### config.mk
export PLATFORM = sky130hd
export DESIGN_NAME = rotary_encoder_counter_unit
export DESIGN_NICKNAME = d
export VERILOG_FILES = /design/src/rtl/rec_pkg.sv /design/src/rtl/rec_muldiv.sv /design/src/rtl/rotary_encoder_counter_unit.sv
export SDC_FILE = /design/constraint.sdc
export NUM_CORES = 1
export LEC_CHECK = 0
export BUFFER_PORTS_ARGS = -buffer_cell sky130_fd_sc_hd__buf_2
export CAP_MARGIN = 20
export CORE_MARGIN = 10
export CORE_UTILIZATION = 45
export DETAILED_ROUTE_END_ITERATION = 10
export GPL_TIMING_DRIVEN = 1
export PLACE_DENSITY = 0.68
export SYNTH_ARGS = -nofsm -noshare
export SYNTH_HDL_FRONTEND = slang
export SYNTH_SLANG_ARGS = --single-unit
### constraint.sdc
create_clock -name aclk -period 4.2 [get_ports aclk]
set_input_delay 0.84 -clock aclk [delete_from_list [all_inputs] [get_ports aclk]]
set_output_delay 0.84 -clock aclk [all_outputs]
set_load 0.1 [all_outputs]
### src/rtl/rec_pkg.sv
// Shared types and constants for the rotary encoder counter.
package rec_pkg;

    localparam int VAL_W     = 16;
    localparam int CFG_IDX_W = 2;
    localparam int MUL_STEPS = 16;

    localparam logic [CFG_IDX_W-1:0] REG_COUNTS_PER_REV = 2'd0;
    localparam logic [CFG_IDX_W-1:0] REG_VELOCITY_SCALE = 2'd1;

    localparam logic [VAL_W-1:0] RST_COUNTS_PER_REV = 16'd24;
    localparam logic [VAL_W-1:0] RST_VELOCITY_SCALE = 16'd60;

    localparam logic REQ_SAMPLE = 1'b0;
    localparam logic REQ_READ   = 1'b1;

    typedef enum logic [1:0] {
        ST_IDLE,
        ST_MUL,
        ST_DIV,
        ST_DONE
    } rec_state_t;

    typedef struct packed {
        logic start;
    } rec_ctrl_t;

    typedef struct packed {
        logic busy;
        logic done;
    } rec_stat_t;

endpackage

### src/rtl/rec_muldiv.sv
// Shared shift-add multiplier and restoring divider for the velocity read.
module rec_muldiv import rec_pkg::*; #(
    parameter int COUNT_WIDTH = 16
) (
    input  logic                   aclk,
    input  logic                   aresetn,
    input  rec_ctrl_t              ctrl,
    input  logic [COUNT_WIDTH-1:0] pulses,
    input  logic [VAL_W-1:0]       scale,
    input  logic [VAL_W-1:0]       divisor,
    output rec_stat_t              stat,
    output logic [VAL_W-1:0]       result
);

    localparam int PW     = COUNT_WIDTH + VAL_W;
    localparam int STEP_W = $clog2(PW);

    rec_state_t state_reg, state_next;

    logic [STEP_W-1:0]      cnt_reg;
    logic [PW-1:0]          acc_reg;
    logic [VAL_W:0]         rem_reg;
    logic [COUNT_WIDTH-1:0] mcand_reg;
    logic [VAL_W-1:0]       mplier_reg;
    logic [VAL_W-1:0]       divisor_reg;

    logic           mul_last;
    logic           div_last;
    logic [VAL_W:0] rem_sh;
    logic           rem_ge;
    logic [PW-1:0]  addend;

    assign mul_last = (cnt_reg == STEP_W'(MUL_STEPS - 1));
    assign div_last = (cnt_reg == STEP_W'(PW - 1));
    assign rem_sh   = {rem_reg[VAL_W-1:0], acc_reg[PW-1]};
    assign rem_ge   = (rem_sh >= {1'b0, divisor_reg});
    assign addend   = mplier_reg[VAL_W-1] ? PW'(mcand_reg) : '0;

    always_comb begin
        state_next = state_reg;
        case (state_reg)
            ST_IDLE: begin
                if (ctrl.start) begin
                    state_next = ST_MUL;
                end
            end
            ST_MUL: begin
                if (mul_last) begin
                    state_next = ST_DIV;
                end
            end
            ST_DIV: begin
                if (div_last) begin
                    state_next = ST_DONE;
                end
            end
            ST_DONE: state_next = ST_IDLE;
            default: state_next = ST_IDLE;
        endcase
    end

    always_comb begin
        stat.busy = 1'b1;
        stat.done = 1'b0;
        case (state_reg)
            ST_IDLE: stat.busy = 1'b0;
            ST_DONE: stat.done = 1'b1;
            default: stat.busy = 1'b1;
        endcase
    end

    // quotient saturates to the result width
    assign result = (|acc_reg[PW-1:VAL_W]) ? '1 : acc_reg[VAL_W-1:0];

    always_ff @(posedge aclk) begin
        if (!aresetn) begin
            state_reg <= ST_IDLE;
        end else begin
            state_reg <= state_next;
        end
    end

    always_ff @(posedge aclk) begin
        case (state_reg)
            ST_IDLE: begin
                if (ctrl.start) begin
                    mcand_reg   <= pulses;
                    mplier_reg  <= scale;
                    divisor_reg <= divisor;
                    acc_reg     <= '0;
                    cnt_reg     <= '0;
                end
            end
            ST_MUL: begin
                acc_reg    <= {acc_reg[PW-2:0], 1'b0} + addend;
                mplier_reg <= {mplier_reg[VAL_W-2:0], 1'b0};
                if (mul_last) begin
                    cnt_reg <= '0;
                    rem_reg <= '0;
                end else begin
                    cnt_reg <= cnt_reg + 1'b1;
                end
            end
            ST_DIV: begin
                rem_reg <= rem_ge ? (rem_sh - {1'b0, divisor_reg}) : rem_sh;
                acc_reg <= {acc_reg[PW-2:0], rem_ge};
                cnt_reg <= cnt_reg + 1'b1;
            end
            default: begin
            end
        endcase
    end

endmodule

### src/rtl/rotary_encoder_counter_unit.sv
// Top level: rotary encoder pulse counter with velocity readout.
// Pin sample: result registered the next cycle; one per cycle unless busy or backpressured.
// Velocity read with pulses pending: 16 multiply steps, then COUNT_WIDTH + 16 divide steps and
//   a done state, all in one shared unit; not ready meanwhile.
// Velocity read with no pulses: handled like a sample, with velocity 0.
// Reset: counts_per_rev 24, velocity_scale 60, counters cleared, B held high.
module rotary_encoder_counter_unit import rec_pkg::*; #(
    parameter int COUNT_WIDTH = 16
) (
    input  logic                 aclk,
    input  logic                 aresetn,
    input  logic                 cfg_valid,
    output logic                 cfg_ready,
    input  logic [CFG_IDX_W-1:0] cfg_index,
    input  logic [VAL_W-1:0]     cfg_data,
    input  logic                 s_valid,
    output logic                 s_ready,
    input  logic                 s_req_type,
    input  logic                 s_pin_a,
    input  logic                 s_pin_b,
    output logic                 m_valid,
    input  logic                 m_ready,
    output logic                 m_direction,
    output logic [VAL_W-1:0]     m_position,
    output logic [VAL_W-1:0]     m_revolutions,
    output logic [VAL_W-1:0]     m_velocity,
    output logic                 m_edge_seen
);

    logic [VAL_W-1:0]       cpr_reg;
    logic [VAL_W-1:0]       vscale_reg;
    logic                   b_prev_reg;
    logic                   dir_reg, dir_next;
    logic [VAL_W-1:0]       pos_reg, pos_next;
    logic [VAL_W-1:0]       rev_reg, rev_next;
    logic [COUNT_WIDTH-1:0] pulse_reg, pulse_next;

    logic                   m_valid_reg;
    logic                   m_dir_reg;
    logic [VAL_W-1:0]       m_pos_reg;
    logic [VAL_W-1:0]       m_rev_reg;
    logic [VAL_W-1:0]       m_vel_reg;
    logic                   m_edge_reg;

    rec_ctrl_t        ctrl;
    rec_stat_t        stat;
    logic [VAL_W-1:0] unit_result;

    logic           s_acc;
    logic           is_read;
    logic           edge_hit;
    logic [VAL_W:0] pos_inc;
    logic           wrap;

    assign cfg_ready = 1'b1;
    assign s_ready   = !stat.busy && (!m_valid_reg || m_ready);
    assign s_acc     = s_valid && s_ready;
    assign is_read   = (s_req_type == REQ_READ);

    assign edge_hit = !is_read && s_pin_b && !b_prev_reg;
    assign pos_inc  = {1'b0, pos_reg} + 1'b1;
    assign wrap     = (pos_inc >= {1'b0, cpr_reg});

    assign ctrl.start = s_acc && is_read && (pulse_reg != '0);

    always_comb begin
        dir_next   = dir_reg;
        pos_next   = pos_reg;
        rev_next   = rev_reg;
        pulse_next = pulse_reg;
        if (s_acc) begin
            if (is_read) begin
                pulse_next = '0;
            end else if (edge_hit) begin
                dir_next = s_pin_a;
                pos_next = wrap ? '0 : pos_inc[VAL_W-1:0];
                rev_next = rev_reg + VAL_W'(wrap);
                if (pulse_reg != '1) begin
                    pulse_next = pulse_reg + 1'b1;
                end
            end
        end
    end

    rec_muldiv #(
        .COUNT_WIDTH(COUNT_WIDTH)
    ) u_muldiv (
        .aclk    (aclk),
        .aresetn (aresetn),
        .ctrl    (ctrl),
        .pulses  (pulse_reg),
        .scale   (vscale_reg),
        .divisor (cpr_reg),
        .stat    (stat),
        .result  (unit_result)
    );

    always_ff @(posedge aclk) begin
        if (!aresetn) begin
            cpr_reg    <= RST_COUNTS_PER_REV;
            vscale_reg <= RST_VELOCITY_SCALE;
        end else if (cfg_valid && cfg_ready) begin
            case (cfg_index)
                REG_COUNTS_PER_REV: cpr_reg    <= cfg_data;
                REG_VELOCITY_SCALE: vscale_reg <= cfg_data;
                default: begin
                end
            endcase
        end
    end

    always_ff @(posedge aclk) begin
        if (!aresetn) begin
            b_prev_reg <= 1'b1;
            dir_reg    <= 1'b0;
            pos_reg    <= '0;
            rev_reg    <= '0;
            pulse_reg  <= '0;
        end else begin
            if (s_acc && !is_read) begin
                b_prev_reg <= s_pin_b;
            end
            dir_reg   <= dir_next;
            pos_reg   <= pos_next;
            rev_reg   <= rev_next;
            pulse_reg <= pulse_next;
        end
    end

    // output register; a read that starts the unit completes on its done cycle
    always_ff @(posedge aclk) begin
        if (!aresetn) begin
            m_valid_reg <= 1'b0;
        end else if (stat.done || (s_acc && !ctrl.start)) begin
            m_valid_reg <= 1'b1;
        end else if (m_ready) begin
            m_valid_reg <= 1'b0;
        end
    end

    always_ff @(posedge aclk) begin
        if (stat.done) begin
            m_dir_reg  <= dir_reg;
            m_pos_reg  <= pos_reg;
            m_rev_reg  <= rev_reg;
            m_vel_reg  <= unit_result;
            m_edge_reg <= 1'b0;
        end else if (s_acc && !ctrl.start) begin
            m_dir_reg  <= dir_next;
            m_pos_reg  <= pos_next;
            m_rev_reg  <= rev_next;
            m_vel_reg  <= '0;
            m_edge_reg <= edge_hit;
        end
    end

    assign m_valid       = m_valid_reg;
    assign m_direction   = m_dir_reg;
    assign m_position    = m_pos_reg;
    assign m_revolutions = m_rev_reg;
    assign m_velocity    = m_vel_reg;
    assign m_edge_seen   = m_edge_reg;

    // the result slot is free by the time the divider finishes
    a_done_slot_free: assert property (@(posedge aclk) disable iff (!aresetn)
        stat.done |-> !m_valid_reg)
        else $error("divider finished while result slot occupied");

    // a read with pending pulses clears the count and occupies the unit
    a_read_clears: assert property (@(posedge aclk) disable iff (!aresetn)
        ctrl.start |=> (pulse_reg == '0) && stat.busy && !s_ready)
        else $error("velocity read did not clear pulse count or start unit");

    // a sample request produces its result on the next cycle
    a_sample_result: assert property (@(posedge aclk) disable iff (!aresetn)
        (s_acc && !is_read) |=> m_valid_reg)
        else $error("sample request produced no result");

    // position holds on a request without a B rising edge
    a_pos_step: assert property (@(posedge aclk) disable iff (!aresetn)
        (s_acc && !edge_hit) |=> $stable(pos_reg) && $stable(rev_reg))
        else $error("position changed without a B rising edge");

endmodule

==> results of run 1 <==
-- timing repair --
item / in CTS / in global routing
endpoints found under the setup margin: 0 / 18
resized for setup: 0 / 14
buffers inserted: 0 / 7
-- where the power goes --
part / internal, µW / leakage, µW / switching, µW
clock: 1240 / 0.000398 / 894
combinational: 250 / 0.00307 / 806
sequential: 2630 / 0.00204 / 96.6
-- synth_stat cells (5+ instances only) --
cell	instances
nand2_1	174
edfxtp_1	150
dfxtp_1	86
nor2_1	67
ha_1	61
o21ai_0	60
inv_1	59
clkbuf_1	52
nand3_1	51
a21oi_1	42
xor2_1	40
a21boi_0	34
xnor2_1	32
and2_1	30
nor2b_1	25
o21a_1	23
nand4_1	20
and3_1	18
a21o_1	17
mux2_2	17
nor3_1	17
o211ai_1	15
nor4_1	14
or3_1	14
o31ai_1	12
nand2b_1	11
a22oi_1	8
o22ai_1	8
a31oi_1	7
mux2i_1	7
a22o_1	6
o211a_1	6
a211oi_1	5
buf_2	5
-- worst max-delay path by stage --
stage                    start           endpoint  depth (start not counted)
floorplan           pos_reg[0]        rev_reg[15]                         24
CTS                 pos_reg[2]  m_revolutions[14]                         19
global route        pos_reg[5]   m_revolutions[8]                         20
detailed placement  pos_reg[2]  m_revolutions[13]                         19
finish              pos_reg[3]   m_revolutions[8]                         20
global placement    pos_reg[0]  m_revolutions[15]                         19
-- per-layer routing --
layer | vias to the layer above | GRT usage | wire length, µm
met2 | 221 | 0.2466 | 12810
met3 | 51 | 0.02759 | 1565
met5 | - | 0 | 0
met1 | 4517 | 0.2103 | 13410
li1 | 4682 | - | -
met4 | 0 | 0.04560 | 635
-- stage by stage --
stage	hold slack, ps	util	total power, µW	worst slack (ps)	area, µm²
floorplan	408.2	-	3602	32.04	12640
global placement	421.4	0.4833	3815	216.4	13390
detailed placement	417.6	0.4833	3828	87.84	13390
CTS	432.1	0.5120	5974	20.58	14180
global route	448.0	0.5167	6151	-68.52	14320
finish	429.2	0.5167	5917	167.6	14320
-- critical path: cells and delay by family (launching register included) --
| family | cells | cell delay (ps) |
|---|---|---|
| xor gates and xnor gates | 2 | 230 |
| DFF | 1 | 390 |
| adders and majority gates | 3 | 650 |
| buffers and inverters | 1 | 80 |
| AOI/OAI and AO/OA | 1 | 140 |
| and+or+nand+nor | 13 | 2280 |
-- final cells by class --
cell class	count	area share
Inverter	61	0.01599
Tap cell	378	0.03304
Clock buffer	37	0.05261
Multi-Input combinational cell	905	0.4184
Sequential cell	236	0.4357
Clock inverter	7	0.002972
Timing Repair Buffer	104	0.04134
-- cell families after synthesis --
| family | after synthesis |
|---|---|
| AO/OA/AOI/OAI | 277 |
| adder cells (fa/ha/maj) | 63 |
| AND/OR/NAND/NOR | 468 |
| buffers and inverters | 125 |
| flip-flops | 236 |
| multiplexers | 24 |
| XOR/XNOR | 72 |
| other | 1 |
==> results, run 1 <==
- The worst clock skew is 17.55 ps.
- The overall die area is 35030 µm².
- Leaving out filler cells and counting taps, the final layout contains 1728.
- The CTS tree is done.
- The total via count after detailed routing is 9471.
- The via count of the first global-routing pass is 9095.
- Of the total synthesized cell area, the portion taken by AND, OR, NAND and NOR gates is 0.1824.
- The final wirelength is 28.42 mm.
- Of the total synthesized cell area, the portion taken by full adders, half adders and majority gates is 0.06389.
- Setup violations remaining at the end of the flow were counted as 0.
- Clock-pin slew was measured on the worst setup and hold paths at 60 ps.
- The detailed-route DRC error count is 0.
- In this run the tightest slew margin relative to its limit is 0.4039.
- The setup slack of the worst register-to-register path is 170 ps.
- Yosys mapped the design onto 74 distinct sky130hd cell types.
- The congestion estimate from routability-driven global placement came to 0.8845.
- The number of antenna violations at the first check in global routing was 0.
- The endpoint type of the worst setup path is a register.
- The static leakage power is 0.005503 µW.
- The leftover overflow at the end of global routing is 0.
- The register with the most flip-flops in the layout has 32 of them.
- In the synthesized netlist the async set-or-reset flop fraction comes to 0.
- Of the total synthesized cell area, the portion taken by XOR and XNOR cells is 0.05015.
- Ranked by total cell area, the synthesized netlist is headed by edfxtp_1 (36%), dfxtp_1 (14%), ha_1 (6.1%), nand2_1 (5.2%), xor2_1 (2.8%).
- The beginning of the worst register-to-register path is pos_reg[3].
- Buffers inserted during clock tree synthesis total 25.
- In the finished design, the share of the clock period the worst path needs comes to 0.9601.
- The type of the worst min-delay path is reg -> reg.
- The clock passes through at most 3 buffers.
- The slowest cell on the critical path is dfxtp_2.
- Registers take 6237 µm².
- The number of flip-flops and latches in the synthesized netlist is 236.
- The count of pins over their slew limit is 0.
- The portion of netlist area occupied by mux cells is 0.02080.
- The first global-routing pass estimated 46.25 mm of wire.
- The hold path endpoint is u_muldiv.divisor_reg[3].
- The post-cts hold buffer count is 0.
- The post-synthesis compound-gate area fraction was 0.1483.
- The flow ran to the end, and the final reports show no timing, DRC or antenna violations.
- The kind of critical path is reg -> reg.
- In this run the count of I/O pins placed on the die edge is 79.
- For the worst setup path, the data required time is 4470 ps.
- The synthesized design contains 150 enable-type register cells.
- The pin slew with the least headroom to its limit is 894.2 ps.
- The cell depth of the worst hold path is 0.
- The endpoint identified for the worst register-to-register timing path is m_revolutions[8].
- The number of instances in the placed design is 1676.
- The share of the synthesized area in the top cell type is 0.3582.
- In the global route stage, overall resource usage came out at 0.1548.
- Traced cell by cell, the critical path runs through nand2_1 > nor2_4 > nand4_1 > nor3_4 > nand3_2 > xnor2_1 > ha_1 > nand3_1 > nor2_2 > nand2_1 > o211a_1 > and3_1 > inv_2 > ha_4 > ha_2 > nand4_1 > nor2_2 > nand4_1 > nor2_2 > xor2_1.
- The time the worst path needs with I/O delays and setup is 4032 ps.
- The most frequent standard cell in the layout excluding fill and tap cells is nand2_1.
- From synthesis to final layout, the design area changed by 13.86%.
- Dividing total power by cell area gives a power density of 413.3 nW/µm².
- The source-to-sink clock delay at the later pin of the worst-skew pair is 530 ps.
- The top cell types in the final layout, fill and taps aside, are nand2_1 (174), edfxtp_1 (150), dfxtp_1 (81).
- The portion of the post-synthesis area used by sequential elements is 0.4952.
- The count of input and output buffers is 77.
- The number of detailed-route iterations in the first pass is 5.
- The die is 187.2 µm wide.
- The number of filler cells placed in the layout is 2438.
- The initial DRC count is 749.
- The number of max-cap violations is 0.
- The worst IR drop on VDD is 0.2955 mV.
- The area of the mapped netlist is 12570 µm².
- Counting every instance in the synthesized netlist gives 1266.
- The cell sitting at the root of the clock tree is a clkbuf_16.
- After routing, the total negative slack on setup checks comes to 0 ps.
- The dominant cell type by area after synthesis is edfxtp_1.
- For this run, the post-layout net count is 1422.
- In this run the worst path has a maximum fanout of 5.
- The total inserted antenna cells is 0.
- Once detail routing completed, the nets flagged for antenna violations numbered 0.
- The dominant combinational cell family by area after synthesis is simple AND/OR/NAND/NOR gates.
- STA classifies the critical path startpoint as a register.
- Once detailed placement completed, the half-perimeter wirelength came to 19.69 mm.
- The most used flip-flop cell after synthesis is edfxtp_1.
- At the worst endpoint, the arrival time is 4310 ps.
- Dividing the detail-routed via count by the number of cells gives 5.481.
- The die height is 187.2 µm.
- After detailed routing, the average wire length per cell comes to 16.45 µm.
- The number of H-tree levels is 1.
- The hold path startpoint is cpr_reg[3].
- For this run, the slowest stage of the critical path takes 390 ps.
- The number of clock sinks seen by CTS is 236.
- Summing all multi-input logic gate instances after layout gives 5989 µm².
- The core region is 27710 µm².
- The hold violation count in the final report is 0.
- The number of nets in the synthesized netlist is 1355.
- For the worst flop-to-flop path, the logic depth is 20.
- Row generation in the floorplan step produced 61 rows.
- The initial utilization of the core area, before any placement, comes to 0.4538.
- The maximum number of pins on one net before global-route repair is 38.
- Yosys printed 0 warnings.
- In the final layout, the share of cells above drive strength 1 is 0.1452.
- The synthesized area per cell is 9.932 µm².
- Static timing analysis puts the maximum clock frequency at 248.0 MHz.
Power figures use the tool's default switching activity.
==> inputs of run 2 (changes only) <==
RECOVER_POWER = 25   (was default)
==> results, run 2 (synthesized netlist as in run 1, its figures left out) <==
- The maximum fanout along the worst path was 5 (unchanged).
- The deepest clock path buffer count is 3 (unchanged).
- The time the worst path needs with I/O delays and setup is 4036 ps (was 4032 ps).
- The number of detailed-route iterations in the first pass came to 5 (unchanged).
- The total half-perimeter wirelength after legalization and detailed placement came to 19.69 mm (unchanged).
- The number of cells on the worst reg-to-reg path came to 20 (unchanged).
- The leftover overflow at the end of global routing is 0 (unchanged).
- The number of clock sinks seen by CTS is 236 (unchanged).
- Worst-path cell chain: nand2_1 > nor2_4 > nand4_1 > nor3_4 > nand3_2 > xnor2_1 > ha_1 > nand3_1 > nor2_2 > nand2_1 > o211a_1 > and3_1 > inv_2 > ha_4 > ha_2 > nand4_1 > nor2_2 > nand4_1 > nor2_2 > xor2_1 (unchanged).
- The cell depth of the worst hold path is 0 (unchanged).
- The final reports fail on max-capacitance violations, max-slew violations.
- The area inside the core boundary was 27710 µm² (unchanged).
- The clock root buffer is clkbuf_16 (unchanged).
- The total via count after detailed routing is 9448 (was 9471).
- The type of the worst min-delay path was reg -> reg (unchanged).
- The worst IR drop on VDD is 0.2954 mV (was 0.2955 mV).
- The pin slew with the least headroom to its limit is 1836 ps (was 894.2 ps).
- The share of final-layout standard cells stronger than drive strength 1 was 0.1378 (was 0.1452).
- The die span in x is 187.2 µm (unchanged).
- The number of max-cap violations came to 1 (was 0).
- The flip-flop count of the largest register, all copies and words added is 32 (unchanged).
- The global placement routability congestion was 0.8845 (unchanged).
- The initial standard-cell utilization of the core is 0.4538 (unchanged).
- The number of buffers added by the clock tree synthesis step is 25 (unchanged).
- The worst relative slew slack is -0.2243 (was 0.4039).
- The number of instances in the placed design is 1676 (unchanged).
- The final number of setup-violating endpoints was 0 (unchanged).
- The count of pins on the block boundary is 79 (unchanged).
- The hold violation count in the final report is 0 (unchanged).
- The required time at the endpoint of the critical path is 4480 ps (was 4470 ps).
- The count of pins over their slew limit was 33 (was 0).
- The overall power of the completed layout came to 5920 µW (was 5917 µW).
- The via count of the first global-routing pass is 9095 (unchanged).
- The startpoint type of the worst setup path is a register (unchanged).
- The die height was 187.2 µm (unchanged).
- The endpoint type of the worst setup path is a register (unchanged).
- The overall die area is 35030 µm² (unchanged).
- The final wirelength is 28.51 mm (was 28.42 mm).
- The first-pass GRT wire length is 46.25 mm (unchanged).
- The slowest cell on the critical path is dfxtp_2 (unchanged).
- The detail-routed net length per standard cell was 16.50 µm (was 16.45 µm).
- The detailed-route DRC error count came to 0 (unchanged).
- The number of antenna violations at the first check in global routing is 0 (unchanged).
- The maximum number of pins on one net before global-route repair is 38 (unchanged).
- The final cell count without fillers is 1728 (unchanged).
- The placement row count is 61 (unchanged).
- The kind of critical path is reg -> reg (unchanged).
- The final period utilization is 0.9609 (was 0.9601).
- The power per cell area is 414.2 nW/µm² (was 413.3 nW/µm²).
- Outcome: finished, violations left (was finished clean).
- The worst clock skew is 19.08 ps (was 17.55 ps).
- The arrival time reported for the critical path endpoint is 4310 ps (about the same).
- The count of input and output buffers was 77 (unchanged).
- The CTS tree was done (unchanged).
- The static leakage power is 0.005480 µW (was 0.005503 µW).
- Commonest cells after routing, fill and taps aside: nand2_1 (174), edfxtp_1 (150), dfxtp_1 (81) (unchanged).
- The number of H-tree levels is 1 (unchanged).
- The post-cts hold buffer count is 0 (unchanged).
- The source-to-sink clock delay at the later pin of the worst-skew pair is 530 ps (about the same).
- The number of routed nets with antenna violations came to 0 (unchanged).
- The area growth from synthesis to layout came to 13.68% (was 13.86%).
- The worst stage delay on the critical path was 390 ps (about the same).
- The clock slew seen by the registers of the worst setup and hold paths is 60 ps (about the same).
- The post-detailed-route via-to-cell ratio is 5.468 (was 5.481).
- The overall track demand over capacity in global routing is 0.1548 (unchanged).
- The initial DRC count is 785 (was 749).
- The total inserted antenna cells is 0 (unchanged).
- The maximum clock rate was 247.8 MHz (was 248.0 MHz).
- The number of nets in the layout came to 1422 (unchanged).
- The most frequent standard cell in the layout excluding fill and tap cells is nand2_1 (unchanged).
==> run 2: cell count changes in the layout (fill, tap and decap cells not counted) <==
cell / change
buf_2: -4
mux2_2: -2
nor4b_1: +1
clkbuf_1: +7
buf_4: -3
nor4b_2: -1
mux2_1: +2
==> run 2: what timing repair did <==
| action | 4_1_cts | 5_1_grt |
|---|---|---|
| endpoints found under the hold margin | 0 | 0 |
| setup buffers | 0 | 7 |
| setup endpoints to repair | 0 | 18 |
| resized for setup | 0 | 14 |
==> run 2: area by class of cell <==
type | count | area (µm²)
Fill cell | 2446 | 13410
Multi-Input combinational cell | 905 | 5983
Clock inverter | 7 | 42.54
Inverter | 61 | 229.0
Clock buffer | 37 | 753.2
Tap cell | 378 | 473.0
Sequential cell | 236 | 6237
Timing Repair Buffer | 104 | 575.6
==> run 2: metal layers <==
layer	GRT usage	up-vias	wire, µm
li1	-	4683	-
met1	0.2103	4485	13530
met2	0.2466	229	12790
met3	0.02759	51	1577
met4	0.04560	0	614
met5	0	-	0
==> run 2: path summary, 6_finish.rpt <==
path,from,end,slack [ps]
min,cpr_reg[3],u_muldiv.divisor_reg[3],430
max reg2reg,pos_reg[3],m_revolutions[8],160
max,pos_reg[3],m_revolutions[8],160
min reg2reg,cpr_reg[3],u_muldiv.divisor_reg[3],430
==> run 2: critical path: cells and delay by family (launching register included) <==
family | cells | cell delay (ps)
buffers and inverters | 1 | 80
adders and majority gates | 3 | 650
xor gates and xnor gates | 2 | 240
and+or+nand+nor | 13 | 2300
DFF | 1 | 390
AOI/OAI and AO/OA | 1 | 140
==> run 2: through the flow <==
step                      worst slack [ps]  cell area [µm²]  TNS, ps    util  hold slack, ps
after global placement               216.4            13390        0  0.4833           421.4
after global routing                -68.77            14290   -68.77  0.5159           448.0
after floorplan                      32.04            12640        0       -           408.2
final                                164.2            14290        0  0.5159           429.3
after CTS                            20.58            14180        0  0.5120           432.1
after detailed placement             87.84            13390        0  0.4833           417.6
==> run 2: where the power goes <==
| part | switching (µW) | total, µW | leakage [µW] | internal [µW] |
|---|---|---|---|---|
| registers | 96.4 | 2730 | 0.00204 | 2630 |
| clock network | 898 | 2140 | 0.000398 | 1240 |
| logic | 806 | 1050 | 0.00304 | 249 |
